**src/hdl/rotated_array_lower_bound_search_macros.svh**
```systemverilog
// Assertion helpers, clocked on clk_i and disabled during reset.
`ifndef ROTATED_ARRAY_LOWER_BOUND_SEARCH_MACROS_SVH
`define ROTATED_ARRAY_LOWER_BOUND_SEARCH_MACROS_SVH

`define RALS_ASSERT(label, prop, msg) \
  label: assert property (@(posedge clk_i) disable iff (!rst_ni) prop) else $error(msg);

`define RALS_ASSERT_NEVER(label, cond, msg) \
  `RALS_ASSERT(label, !(cond), msg)

`endif

```
**src/hdl/rals_pkg.sv**
```systemverilog
`default_nettype none

package rals_pkg;

  localparam int unsigned CFG_W           = 11;
  localparam int unsigned DATA_W          = 64;
  localparam int unsigned MAX_ENTRIES_DEF = 1024;

  localparam logic CFG_ENTRY_COUNT  = 1'b0;
  localparam logic CFG_ROTATE_COUNT = 1'b1;

  typedef enum logic {
    REQ_LOAD  = 1'b0,
    REQ_QUERY = 1'b1
  } req_e;

  typedef struct packed {
    logic                     is_query;
    logic [CFG_W-1:0]         addr;
    logic signed [DATA_W-1:0] value;
    logic [CFG_W-1:0]         split;
    logic [CFG_W-1:0]         cnt;
  } rals_cmd_t;

  typedef struct packed {
    logic empty;
    logic full;
  } rals_fifo_stat_t;

endpackage

`default_nettype wire

```
**src/hdl/rals_front.sv**
```systemverilog
`default_nettype none

module rals_front #(
  parameter int unsigned MAX_ENTRIES = rals_pkg::MAX_ENTRIES_DEF
) (
  input  wire logic                             clk_i,
  input  wire logic                             rst_ni,
  input  wire logic                             cfg_we_i,
  input  wire logic                             cfg_index_i,
  input  wire logic [rals_pkg::CFG_W-1:0]       cfg_wdata_i,
  input  wire logic                             in_valid_i,
  output logic                                  in_stall_o,
  input  wire logic                             req_type_i,
  input  wire logic signed [rals_pkg::DATA_W-1:0] value_i,
  input  wire rals_pkg::rals_fifo_stat_t        fifo_stat_i,
  output logic                                  push_o,
  output rals_pkg::rals_cmd_t                   cmd_o
);
  import rals_pkg::*;

  logic [CFG_W-1:0] cnt_q, rot_q, lp_q, lp_d;
  logic [CFG_W-1:0] n, k, pos;
  logic             accept, is_query, load_ok;

  always_comb begin
    n = (32'(cnt_q) < MAX_ENTRIES) ? cnt_q : CFG_W'(MAX_ENTRIES);
    k = (rot_q < n) ? rot_q : n;
    pos = (lp_q >= k) ? lp_q - k : lp_q + n - k;
    in_stall_o = fifo_stat_i.full;
    accept = in_valid_i && !in_stall_o;
    is_query = (req_e'(req_type_i) == REQ_QUERY);
    load_ok = lp_q < n;
    push_o = accept && (is_query || load_ok);
    lp_d = (accept && !is_query && load_ok) ? lp_q + 1'b1 : lp_q;
    cmd_o.is_query = is_query;
    cmd_o.addr = pos;
    cmd_o.value = value_i;
    cmd_o.split = n - k;
    cmd_o.cnt = n;
  end

  always_ff @(posedge clk_i or negedge rst_ni) begin
    if (!rst_ni) begin
      cnt_q <= '0;
      rot_q <= '0;
      lp_q  <= '0;
    end else begin
      lp_q <= lp_d;
      if (cfg_we_i) begin
        unique case (cfg_index_i)
          CFG_ENTRY_COUNT:  cnt_q <= cfg_wdata_i;
          CFG_ROTATE_COUNT: rot_q <= cfg_wdata_i;
          default: ;
        endcase
      end
    end
  end

endmodule

`default_nettype wire

```
**config.mk**
```make
export PLATFORM = sky130hd
export DESIGN_NAME = rals_front
export DESIGN_NICKNAME = d
export VERILOG_FILES = /design/src/hdl/rotated_array_lower_bound_search_macros.svh /design/src/hdl/rals_pkg.sv /design/src/hdl/rals_front.sv
export SDC_FILE = /design/constraint.sdc
export NUM_CORES = 1
export LEC_CHECK = 0
export ABC_AREA = 0
export BUFFER_PORTS_ARGS = -buffer_cell sky130_fd_sc_hd__buf_2
export CAP_MARGIN = 0
export CORE_MARGIN = 8
export CORE_UTILIZATION = 53
export CTS_CLUSTER_SIZE = 14
export DETAILED_ROUTE_END_ITERATION = 10
export PLACE_DENSITY_LB_ADDON = 0.05
export SLEW_MARGIN = 5
export SYNTH_ARGS = -nofsm -noshare
export SYNTH_HDL_FRONTEND = slang
export SYNTH_SLANG_ARGS = --single-unit
```
**constraint.sdc**
```tcl
create_clock -name clk_i -period 12.72 [get_ports clk_i]
set_input_delay 0 -clock clk_i [delete_from_list [all_inputs] [get_ports clk_i]]
set_output_delay 0 -clock clk_i [all_outputs]
set_load 0.05 [all_outputs]
```
==> parameters.txt <==
Parameter                              Value

Run status
  Status    complete, no violations

Yosys
  Top flip-flop cell by instance count after synthesis    sky130_fd_sc_hd__dfrtp_1
  Count of flip-flops with a built-in enable after synthesis    0
  Number of flip-flops and latches in the synthesized netlist    33
  Instance count of the mapped netlist    477
  Main area contributors after synthesis    sky130_fd_sc_hd__dfrtp_1 19%, sky130_fd_sc_hd__ha_1 15%, sky130_fd_sc_hd__buf_4 12%, sky130_fd_sc_hd__mux2_2 5.5%, sky130_fd_sc_hd__xnor2_1 4.9%
  Sequential element share of the synthesized area    19.3%
  Mean area per synthesized cell    8.95 um2
  Synth Net Count    620
  Library cell with the highest instance count after synthesis    sky130_fd_sc_hd__buf_4
  Synth unique cells    62
  Async S/R FF share, synth    100%
  Post-synthesis cell type with the largest combined area    sky130_fd_sc_hd__dfrtp_1
  YS warnings    0
  Post-synth design cell area    4270 um2
  Fraction of synthesized cell area taken by the top area cell type    19.3%
  Most frequent cells after synthesis    68 x sky130_fd_sc_hd__buf_4, 52 x sky130_fd_sc_hd__ha_1, 41 x sky130_fd_sc_hd__a21oi_1

Global route
  Antenna violations before repair    0
  Overall fraction of global-route tracks in use    17.6%
  Congestion Overflow GR    0
  Largest net degree at the start of global routing    34
  First-pass GRT wire length    16.2 mm
  Vias in the first global route    3,199

Setup path
  FF-to-FF path depth    11
  Crit path cell chain    clkinv_1, nand2_1, ha_1, a21oi_1, o21ai_2, a311oi_4, and2_1, a21oi_1, xor2_1, ha_1, fa_1, a21o_1, a21oi_1, o21bai_1, a21oi_1, o21ai_0, a21o_1, a21oi_1, xnor2_1, mux2i_1, xor2_1, buf_2
  Worst reg2reg startpoint    cnt_q[10]$_DFFE_PN0P_
  Crit path max fanout    26
  Worst path slowest cell    sky130_fd_sc_hd__and2_1
  Critical path startpoint category    register
  Buffers plus inverters on the worst setup path    2
  Register-to-Register Setup Slack    8.92 ns
  Data arrival time of the critical path    6.90 ns
  Cell family with the largest share of critical-path delay    compound AO/OA/AOI/OAI gates
  Peak per-stage delay on the critical path    0.75 ns
  Destination of the worst register-to-register timing path    lp_q[10]$_DFFE_PN0P_
  Capturing element type of the critical path    output pin
  Most frequent cell on the critical path    sky130_fd_sc_hd__a21oi_1
  Crit path kind    register to output pin
  CP Data Required Time    12.72 ns

Drt
  Total number of vias    3,238
  Antenna viol nets, final    0
  Number of DRC markers after the initial detailed-route iteration    131
  WL per Instance    17.3 um
  Post-Route WL    9.93 mm
  Number of iterations in the first detailed-routing pass    4
  Drt via density    5.65
  Post-detailed-route DRC marker count    0

Clocking
  Library cell used as clock root buffer    sky130_fd_sc_hd__clkbuf_8
  Maximum root-to-sink buffer count    2
  CTS tree    yes
  Number of clock sinks    33
  Clk pin slew, worst setup/hold paths    0.07 ns
  Number of H-tree levels    2
  TritonCTS buffer count    5
  Clock latency on the worst-skew pair    0.29 ns
  Post-CTS repair timing setup buffer count    0

Placement
  Port buffer count    53
  Pre-CTS setup slack    6.05 ns
  Detailed-placement wirelength estimate    8.38 mm
  Total placed instance area    4080 um2
  Final weighted congestion in routability-driven placement    0.837

Floorplanning
  Io pins    183
  Die Width    106 um
  Placeable core region    7770 um2
  Initial core utilization    54.9%
  Die span in y    106 um
  Total Die Area    11,200 um2
  Number of placement rows    32

STA
  Worst-case clock skew    0.00345 ns
  Sum of negative setup slack    0 ns
  RSZ-0062 raised after global routing    no
  Hold Fails Final Rpt    0
  Final max-slew violation count    0
  Shortest period the worst path allows    6.90 ns
  Least-Margin Pin Slew    0.978 ns
  Setup-failing EPs final    0
  Final period utilization    54.2%
  Max Freq    0.145 GHz
  Relative max-transition margin    34.7%
  PnR worst setup slack    5.82 ns

Finish
  Antenna diode count    0
  Share of post-route cells with drive strength above 1    23.6%
  Final non-filler cell area    4290 um2
  Filler Cell Count    782
  Area growth syn-to-layout    0.469%
  Nets    614

Hold path
  Class of the worst hold path    input pin to output pin
  Cell depth of the worst min-delay path    0
  End of the worst hold path    cmd_o[67]
  Origin of the worst min-delay path    value_i[45]

Run
  Number of maximum-capacitance constraint violations    0
==> cells by family (layout without fill, tap and decap cells) <==
| group | count (synthesis) | count (layout) | synth area share, % |
|---|---|---|---|
| flops | 33 | 33 | 19.3 |
| compound gates | 106 | 106 | 17.7 |
| fa+ha+maj | 60 | 60 | 19.0 |
| xor+xnor | 37 | 37 | 7.59 |
| simple gates | 109 | 109 | 13.8 |
| buf+inv | 108 | 102 | 16.3 |
| mux | 24 | 24 | 6.30 |
==> metrics by stage <==
step | hold WS (ns) | std cells | utilization (%)
6_report | 0.0000193 | 573 | 55.2
5_1_grt | 0.0000718 | 573 | 55.2
4_1_cts | 0.000341 | 573 | 55.2
3_5_place_dp | 0.000341 | 554 | 52.5
3_3_place_gp | 0.000341 | 554 | 52.5
2_1_floorplan | -0.296 | 477 | -
==> layout make-up <==
class                           count  area [um2]  area share, %
Clock buffer                        6        82.6           1.93
Timing Repair Buffer               65         385           8.99
Multi-Input combinational cell    336        2750           64.1
Sequential cell                    33         826           19.3
Inverter                           30         113           2.63
Tap cell                          102         128           2.98
Clock inverter                      1        7.51          0.175
==> routing by layer <==
metal | track usage, % | vias to the layer above | share of wire (%)
met5 | 0 | - | 0
met4 | 6.13 | 0 | 2.3
met3 | 3.71 | 39 | 6.4
met2 | 29.5 | 94 | 48
met1 | 21.7 | 1517 | 43
li1 | - | 1588 | -
==> what timing repair did <==
item	CTS	global route
hold buffers	12	0
resized for setup	0	0
endpoints found under the hold margin	55	0
setup endpoints to repair	0	0
==> state kept, by name, summed over array words and instances (netlist names) <==
register  cells
cnt_q        11
lp_q         11
rot_q        11
==> cell usage in the layout (no fill, tap or decap), drive strengths merged, types with 8 or more instances in the layout <==
cell type	n
buf	53
ha	52
a21oi	41
nand2	38
dfrtp	33
inv	29
xnor2	24
mux2	23
nor2	22
o21ai	21
xor2	13
dlygate4sd3	12
a21o	11
fa	8
==> worst max-delay path by stage <==
stage,end,from,cells past startpoint,slack [ns]
global placement,cmd_o[96],cnt_q[10]$_DFFE_PN0P_,22,6.08
global route,cmd_o[96],cnt_q[10]$_DFFE_PN0P_,22,5.19
finish,cmd_o[96],cnt_q[10]$_DFFE_PN0P_,22,5.82
detailed placement,cmd_o[96],cnt_q[10]$_DFFE_PN0P_,22,6.05
CTS,cmd_o[96],cnt_q[10]$_DFFE_PN0P_,22,5.69
floorplan,cmd_o[96],cnt_q[10]$_DFFE_PN0P_,25,6.30
Power is not shown: default switching activity piles up to over one toggle a cycle in this logic, so the estimate is an artifact.
