File: src/hdl/rotated_array_lower_bound_search_macros.svh
// Assertion helpers, clocked on clk_i and disabled during reset.
`ifndef ROTATED_ARRAY_LOWER_BOUND_SEARCH_MACROS_SVH
`define ROTATED_ARRAY_LOWER_BOUND_SEARCH_MACROS_SVH

`define RALS_ASSERT(label, prop, msg) \
  label: assert property (@(posedge clk_i) disable iff (!rst_ni) prop) else $error(msg);

`define RALS_ASSERT_NEVER(label, cond, msg) \
  `RALS_ASSERT(label, !(cond), msg)

`endif

File: src/hdl/rals_pkg.sv
`default_nettype none

package rals_pkg;

  localparam int unsigned CFG_W           = 11;
  localparam int unsigned DATA_W          = 64;
  localparam int unsigned MAX_ENTRIES_DEF = 1024;

  localparam logic CFG_ENTRY_COUNT  = 1'b0;
  localparam logic CFG_ROTATE_COUNT = 1'b1;

  typedef enum logic {
    REQ_LOAD  = 1'b0,
    REQ_QUERY = 1'b1
  } req_e;

  typedef struct packed {
    logic                     is_query;
    logic [CFG_W-1:0]         addr;
    logic signed [DATA_W-1:0] value;
    logic [CFG_W-1:0]         split;
    logic [CFG_W-1:0]         cnt;
  } rals_cmd_t;

  typedef struct packed {
    logic empty;
    logic full;
  } rals_fifo_stat_t;

endpackage

`default_nettype wire

File: src/hdl/rals_fifo.sv
`default_nettype none

module rals_fifo (
  input  wire logic                      clk_i,
  input  wire logic                      rst_ni,
  input  wire logic                      push_i,
  input  wire rals_pkg::rals_cmd_t       cmd_i,
  input  wire logic                      pop_i,
  output rals_pkg::rals_cmd_t            cmd_o,
  output rals_pkg::rals_fifo_stat_t      stat_o
);
  import rals_pkg::*;

  rals_cmd_t  ent_q [2];
  logic       wptr_q, rptr_q;
  logic [1:0] cnt_q;

  always_comb begin
    cmd_o = ent_q[rptr_q];
    stat_o.empty = (cnt_q == 2'd0);
    stat_o.full = (cnt_q == 2'd2);
  end

  always_ff @(posedge clk_i or negedge rst_ni) begin
    if (!rst_ni) begin
      wptr_q <= 1'b0;
      rptr_q <= 1'b0;
      cnt_q  <= 2'd0;
    end else begin
      if (push_i) wptr_q <= ~wptr_q;
      if (pop_i) rptr_q <= ~rptr_q;
      cnt_q <= cnt_q + {1'b0, push_i} - {1'b0, pop_i};
    end
  end

  always_ff @(posedge clk_i) begin
    if (push_i) ent_q[wptr_q] <= cmd_i;
  end

endmodule

`default_nettype wire

File: config.mk
export PLATFORM = sky130hd
export DESIGN_NAME = rals_fifo
export DESIGN_NICKNAME = d
export VERILOG_FILES = /design/src/hdl/rotated_array_lower_bound_search_macros.svh /design/src/hdl/rals_pkg.sv /design/src/hdl/rals_fifo.sv
export SDC_FILE = /design/constraint.sdc
export NUM_CORES = 1
export LEC_CHECK = 0
export BUFFER_PORTS_ARGS = -buffer_cell sky130_fd_sc_hd__buf_2
export CORE_MARGIN = 3
export CORE_UTILIZATION = 55
export DETAILED_ROUTE_END_ITERATION = 7
export PLACE_DENSITY = 0.87
export SLEW_MARGIN = 20
export SYNTH_ARGS = -nofsm -noshare
export SYNTH_HDL_FRONTEND = slang
export SYNTH_SLANG_ARGS = --single-unit
File: constraint.sdc
create_clock -name clk_i -period 8.22 [get_ports clk_i]
set_input_delay 0.822 -clock clk_i [delete_from_list [all_inputs] [get_ports clk_i]]
set_output_delay 0.822 -clock clk_i [all_outputs]
set_load 0.01 [all_outputs]
==> run metrics, run 1 <==
Avg Synthesized Cell Area 22.8 sq um; largest family of logic cells by synthesized area multiplexers; I/O pin count a little over 200; Post CTS Setup Buffer Count 0; clock buffer depth 2; RSZ-0062 raised after global routing false; Final Skew 8.03 ps; DR vias 3705; count of unique library cells instantiated by Yosys 13; number of clock sinks 200; Total GRT Usage 0.185; area of the die 14700 sq um; DR vias/cell 5.17; initial antenna violation count 1; Post-Synthesis Cells 320; CTS tree done; post-CTS sizing 0; Post-CTS Hold Buffers 0; WL per Instance roughly 18 um; Compound-Gate Fraction of Synth Area 0; Yosys reg bits 200; Final HPWL DP 9070 um; Seq. cell area 5990 sq um; Seq/Total Area, Yosys 0.820; core area 12800 sq um; WS Path Type flip-flop to primary output; Overflow after GRT 0; Final Hold Viols 0; Setup crit start kind flip-flop; Slew Limit Headroom 0.353; GP Congestion 0.721; first-pass GRT wire length 20000 um; antenna viol nets, final 0; outcome complete, no violations; Max-Cap Viols 0; drt drc 0; Power Density 339 nW/um^2; Final Cycle Share 0.413; area share of fa/ha/maj cells after synthesis 0.00343; worst vdd ir 0.201 mV; CP endpoint kind primary output; Simple-Gate Fraction of Synth Area 0.00309; required time of the critical path between 7000 and 8000 ps; Root Buffer clkbuf_16; clock latency on the worst-skew pair 420 ps; pin count of the biggest net entering global routing between 60 and 70; area grow syn2layout 23.9%; Die Wd 121 um; Setup Viol. Count Final 0; final net count between 600 and 700; WL final 13200 um; Peak Freq between 0.2 and 0.3 GHz; leakage 3.45 nW; post-route setup TNS 0 ps; Mapped Nets around 420; worst-path maximum fanout 50; die height 121 um; Hold Worst Slack 196 ps; Synth Warn # 0; xor and xnor fraction of the mapped netlist area 0.00566; FILL cells 806; IO buf count about 200; DR pass1 iterations 5; Post-Syn Area 7300 sq um; Starting Density 0.571; row count 41; Clock H-tree levels 4; Reg clk slew, reported paths 60 ps; vias in the first global route 3959; DRC marker count from the first detailed-route iteration between 300 and 400; Inserted Clock Buffers 17; multi-input combinational cell area approximately 1200 sq um; crit path DAT 2570 ps; fin crit period between 3000 and 4000 ps; slew at the pin with the worst max-slew slack approximately 970 ps; Finished Core Util 0.708; layout cells sized above 1 0.611; multiplexer share of the synthesized area 0.156; fin. max-slew vios 0; Hold Crit Class input port to async pin
per-layer routing:
metal	vias to the layer above	track usage	routed length [um]
met5	-	0	20
met4	2	0.0784	270
met3	26	0.0671	1170
met2	166	0.307	6700
met1	1816	0.219	5030
li1	1695	-	-
through the flow:
stage	instances	setup slack, ps	area (sq um)	total power [mW]
4_1_cts	715	4760	9040	3.10
3_5_place_dp	685	5180	8480	2.32
2_1_floorplan	320	2560	7300	2.02
6_report	716	4830	9040	3.06
5_1_grt	715	4690	9040	3.21
3_3_place_gp	685	5220	8480	2.29
cells by family after synthesis:
logic type    count (synthesis)
flops                       200
mux                          98
buf+inv                      13
simple gates                  4
xor+xnor                      3
fa+ha+maj                     2
where the power goes:
part	internal, mW	switching [mW]	leakage [nW]
Combinational	0.406	0.427	1.30
Clock	0.445	0.335	0.263
Sequential	1.36	0.0940	1.89
worst paths after layout:
check	from	cells after the start	slack, ps	endpoint
min in group clk_i	wptr_q	1	550	wptr_q
min	rst_ni	1	200	wptr_q
max	rptr_q	3	4830	cmd_o[42]
max in group asynchronous	rst_ni	1	7880	rptr_q
min reg2reg	wptr_q	1	550	wptr_q
max reg2reg	wptr_q	2	5740	ent_q[0][4]
synthesized netlist by cell type:
master,count,share of area
nor2b_1,2,0.0017
inv_1,2,0.0010
mux2_4,10,0.021
buf_2,8,0.0055
xor3_1,1,0.0033
buf_6,3,0.0046
edfxtp_1,196,0.81
and2_1,1,0.00086
xor2_1,2,0.0024
mux2_2,88,0.14
ha_1,2,0.0034
nor2_1,1,0.00051
dfrtp_1,4,0.014
sequential cells by signal (all words and copies together), names as in the netlist:
register and flops:
cnt_q 2, rptr_q 1, ent_q 196, wptr_q 1
worst max-delay path: stages, from the launching register on:
cell and delay, ps:
dfrtp_4 850, buf_4 680, mux2_2 430, buf_2 140
final cells by class:
cell class                      count  share of cell area
Sequential cell                   200               0.662
Multi-Input combinational cell    107               0.137
Timing Repair Buffer              204               0.114
Clock buffer                       19              0.0479
Tap cell                          172              0.0238
Clock inverter                     11              0.0140
Inverter                            2            0.000830
Antenna cell                        1            0.000277
cells in the final DEF, fill, tap and decap left out, types with 3 or more instances in the layout:
cell type	n
buf_2	201
edfxtp_1	196
mux2_2	88
clkbuf_16	17
mux2_4	10
clkinvlp_4	3
dfrtp_1	3
buf_4	3
(Power assumes the default switching activity.)
==> run 2: changes to the inputs <==
CORE_UTILIZATION = 52   (was 55)
PLACE_DENSITY = 0.83   (was 0.87)
clock period = 3.2 ns   (was 8.22 ns; I/O delays follow)
==> run 2 against run 1 <==
  * Cell count grew 1.4%
  * Sequential share of layout area down 1.1 points
  * Power grew to 2.7 times the previous value
  * Largest power group unchanged
  * Flip-flop and latch count stayed put
  * Non-clock buffer count increased by 4
  * Global-route usage is 0.85 points lower
==> run metrics, run 2 (synthesis gave the netlist of run 1 again) <==
WHS Endpoint ent_q[1][94]; clock latency on the worst-skew pair 420 ps (about the same); Largest register FFs 196 (unchanged); pin count of the biggest net entering global routing 53 (-22%); Hold Path Origin cmd_i[94]; Reg2Reg Setup Slack 1440 ps (-4300 ps); Max-Cap Viols 0 (unchanged); area grow syn2layout 26.0%; WS Path Type flip-flop to primary output; RR Endpoint ent_q[1][88]; GP Congestion 0.803 (+11%); final net count 640 (+0.63%); fin. max-slew vios 0 (unchanged); worst-path maximum fanout 35 (-30%); Final Cycle Share 0.779; FILL cells 903 (+12%); Inserted Clock Buffers 17 (unchanged); DR vias/cell 5.11 (-1.3%); antenna viol nets, final 0 (unchanged); core area 13500 sq um (+5.7%); IO buf count 201 (unchanged); Clock H-tree levels 4 (unchanged); DR vias 3709 (+0.11%); leakage 3.52 nW (+2.1%); area of the die 15500 sq um (+5.5%); DRC marker count from the first detailed-route iteration 235 (-24%); Setup Viol. Count Final 0 (unchanged); Total GRT Usage 0.176 (-0.00851); DR pass1 iterations 5 (unchanged); row count 42 (+2.4%); outcome complete, no violations; Final HPWL DP 9040 um (-0.34%); CTS tree done; most frequent cells in the layout 201 x buf_2, 196 x edfxtp_1, 88 x mux2_2; worst vdd ir 0.496 mV (+150%); Setup crit start kind flip-flop; commonest non-fill, non-tap cell in the layout buf_2; Worst R2R Start wptr_q; Regs by FF count ent_q: 196 flops, cnt_q: 2 flops; Root Buffer clkbuf_16; post-route setup TNS 0 ps (unchanged); Reg clk slew, reported paths 70 ps (about the same); layout cells sized above 1 0.616 (+0.00425); die height 124 um (+2.7%); Die Wd 124 um (+2.7%); first-pass GRT wire length 21000 um (+4.9%); I/O pin count 202 (unchanged); crit path DAT 2170 ps (-400 ps); RSZ-0062 raised after global routing false; clock buffer depth 2 (unchanged); vias in the first global route 3968 (+0.23%); post-CTS sizing 0 (unchanged); required time of the critical path 2880 ps (-4520 ps); Hold Crit Class input port to flip-flop; Starting Density 0.540 (-0.0310); Peak Freq 0.401 GHz; initial antenna violation count 1 (unchanged); Final Skew 13.4 ps (+5.37 ps); fin crit period between 2000 and 2500 ps; Final Hold Viols 0 (unchanged); slew at the pin with the worst max-slew slack 689 ps (-280 ps); Power Density 893 nW/um^2 (+160%); Top reg by flops ent_q; cells on worst reg2reg path 2 (unchanged); Worst Hold Depth 1; number of clock sinks 200 (unchanged); CP endpoint kind primary output; Slew Limit Headroom 0.540 (+0.188); Overflow after GRT 0 (unchanged); WL final 13300 um (+1.1%); WL per Instance 18.4 um (-0.32%); Hold Worst Slack 81.0 ps (-115 ps); drt drc 0 (unchanged)
-- run 2: metal layers --
layer | global-route usage | part of all wire | wire length [um] | vias up
li1 | - | - | - | 1704
met4 | 0.0709 | 0.016 | 218 | 0
met1 | 0.212 | 0.39 | 5150 | 1815
met3 | 0.0562 | 0.079 | 1060 | 19
met5 | 0 | 0 | 0 | -
met2 | 0.297 | 0.52 | 6910 | 171
-- run 2: area by class of cell --
type	count	area, sq um	share of cell area
Sequential cell	200	5990	0.652
Multi-Input combinational cell	107	1240	0.135
Timing Repair Buffer	208	1090	0.118
Clock buffer	17	425	0.0463
Clock inverter	15	221	0.0241
Tap cell	176	220	0.0240
Inverter	2	7.51	0.000817
Antenna cell	1	2.50	0.000272
-- run 2: critical path, cell delays in order (launching register included) --
cell and delay (ps):
dfrtp_4 760, buf_4 430, mux2_2 380, buf_2 140
-- run 2: per-stage QoR --
step / cells / power [mW] / cell area (sq um) / setup slack (ps) / utilization
after floorplan: 320 / 5.16 / 7300 / 43.8 / -
after global placement: 692 / 5.93 / 8530 / 1190 / 0.632
after detailed placement: 692 / 6.00 / 8530 / 1150 / 0.632
after CTS: 725 / 8.31 / 9190 / 672 / 0.680
after global routing: 726 / 8.59 / 9190 / 598 / 0.681
final: 726 / 8.21 / 9190 / 707 / 0.681
-- run 2: what timing repair did --
action                                 in CTS  in global routing
setup buffers                               0                  0
endpoints found under the hold margin       4                  0
hold buffers                                1                  0
-- run 2: where the power goes --
group          internal, mW  total, mW  leakage [nW]  switching (mW)
combinational          1.08       2.22          1.33            1.13
sequential             3.48       3.70          1.89           0.220
clock                  1.39       2.29         0.310           0.898
total                  5.96       8.21          3.52            2.25
-- run 2: how the worst max path moves through the flow --
stage	end	slack, ps	cells past startpoint	startpoint
after floorplan	ent_q[1][0]	40	1	wptr_q
after global placement	cmd_o[47]	1190	3	rptr_q
after detailed placement	cmd_o[44]	1150	3	rptr_q
after CTS	cmd_o[44]	670	3	rptr_q
after global routing	cmd_o[44]	600	3	rptr_q
final	cmd_o[47]	710	3	rptr_q
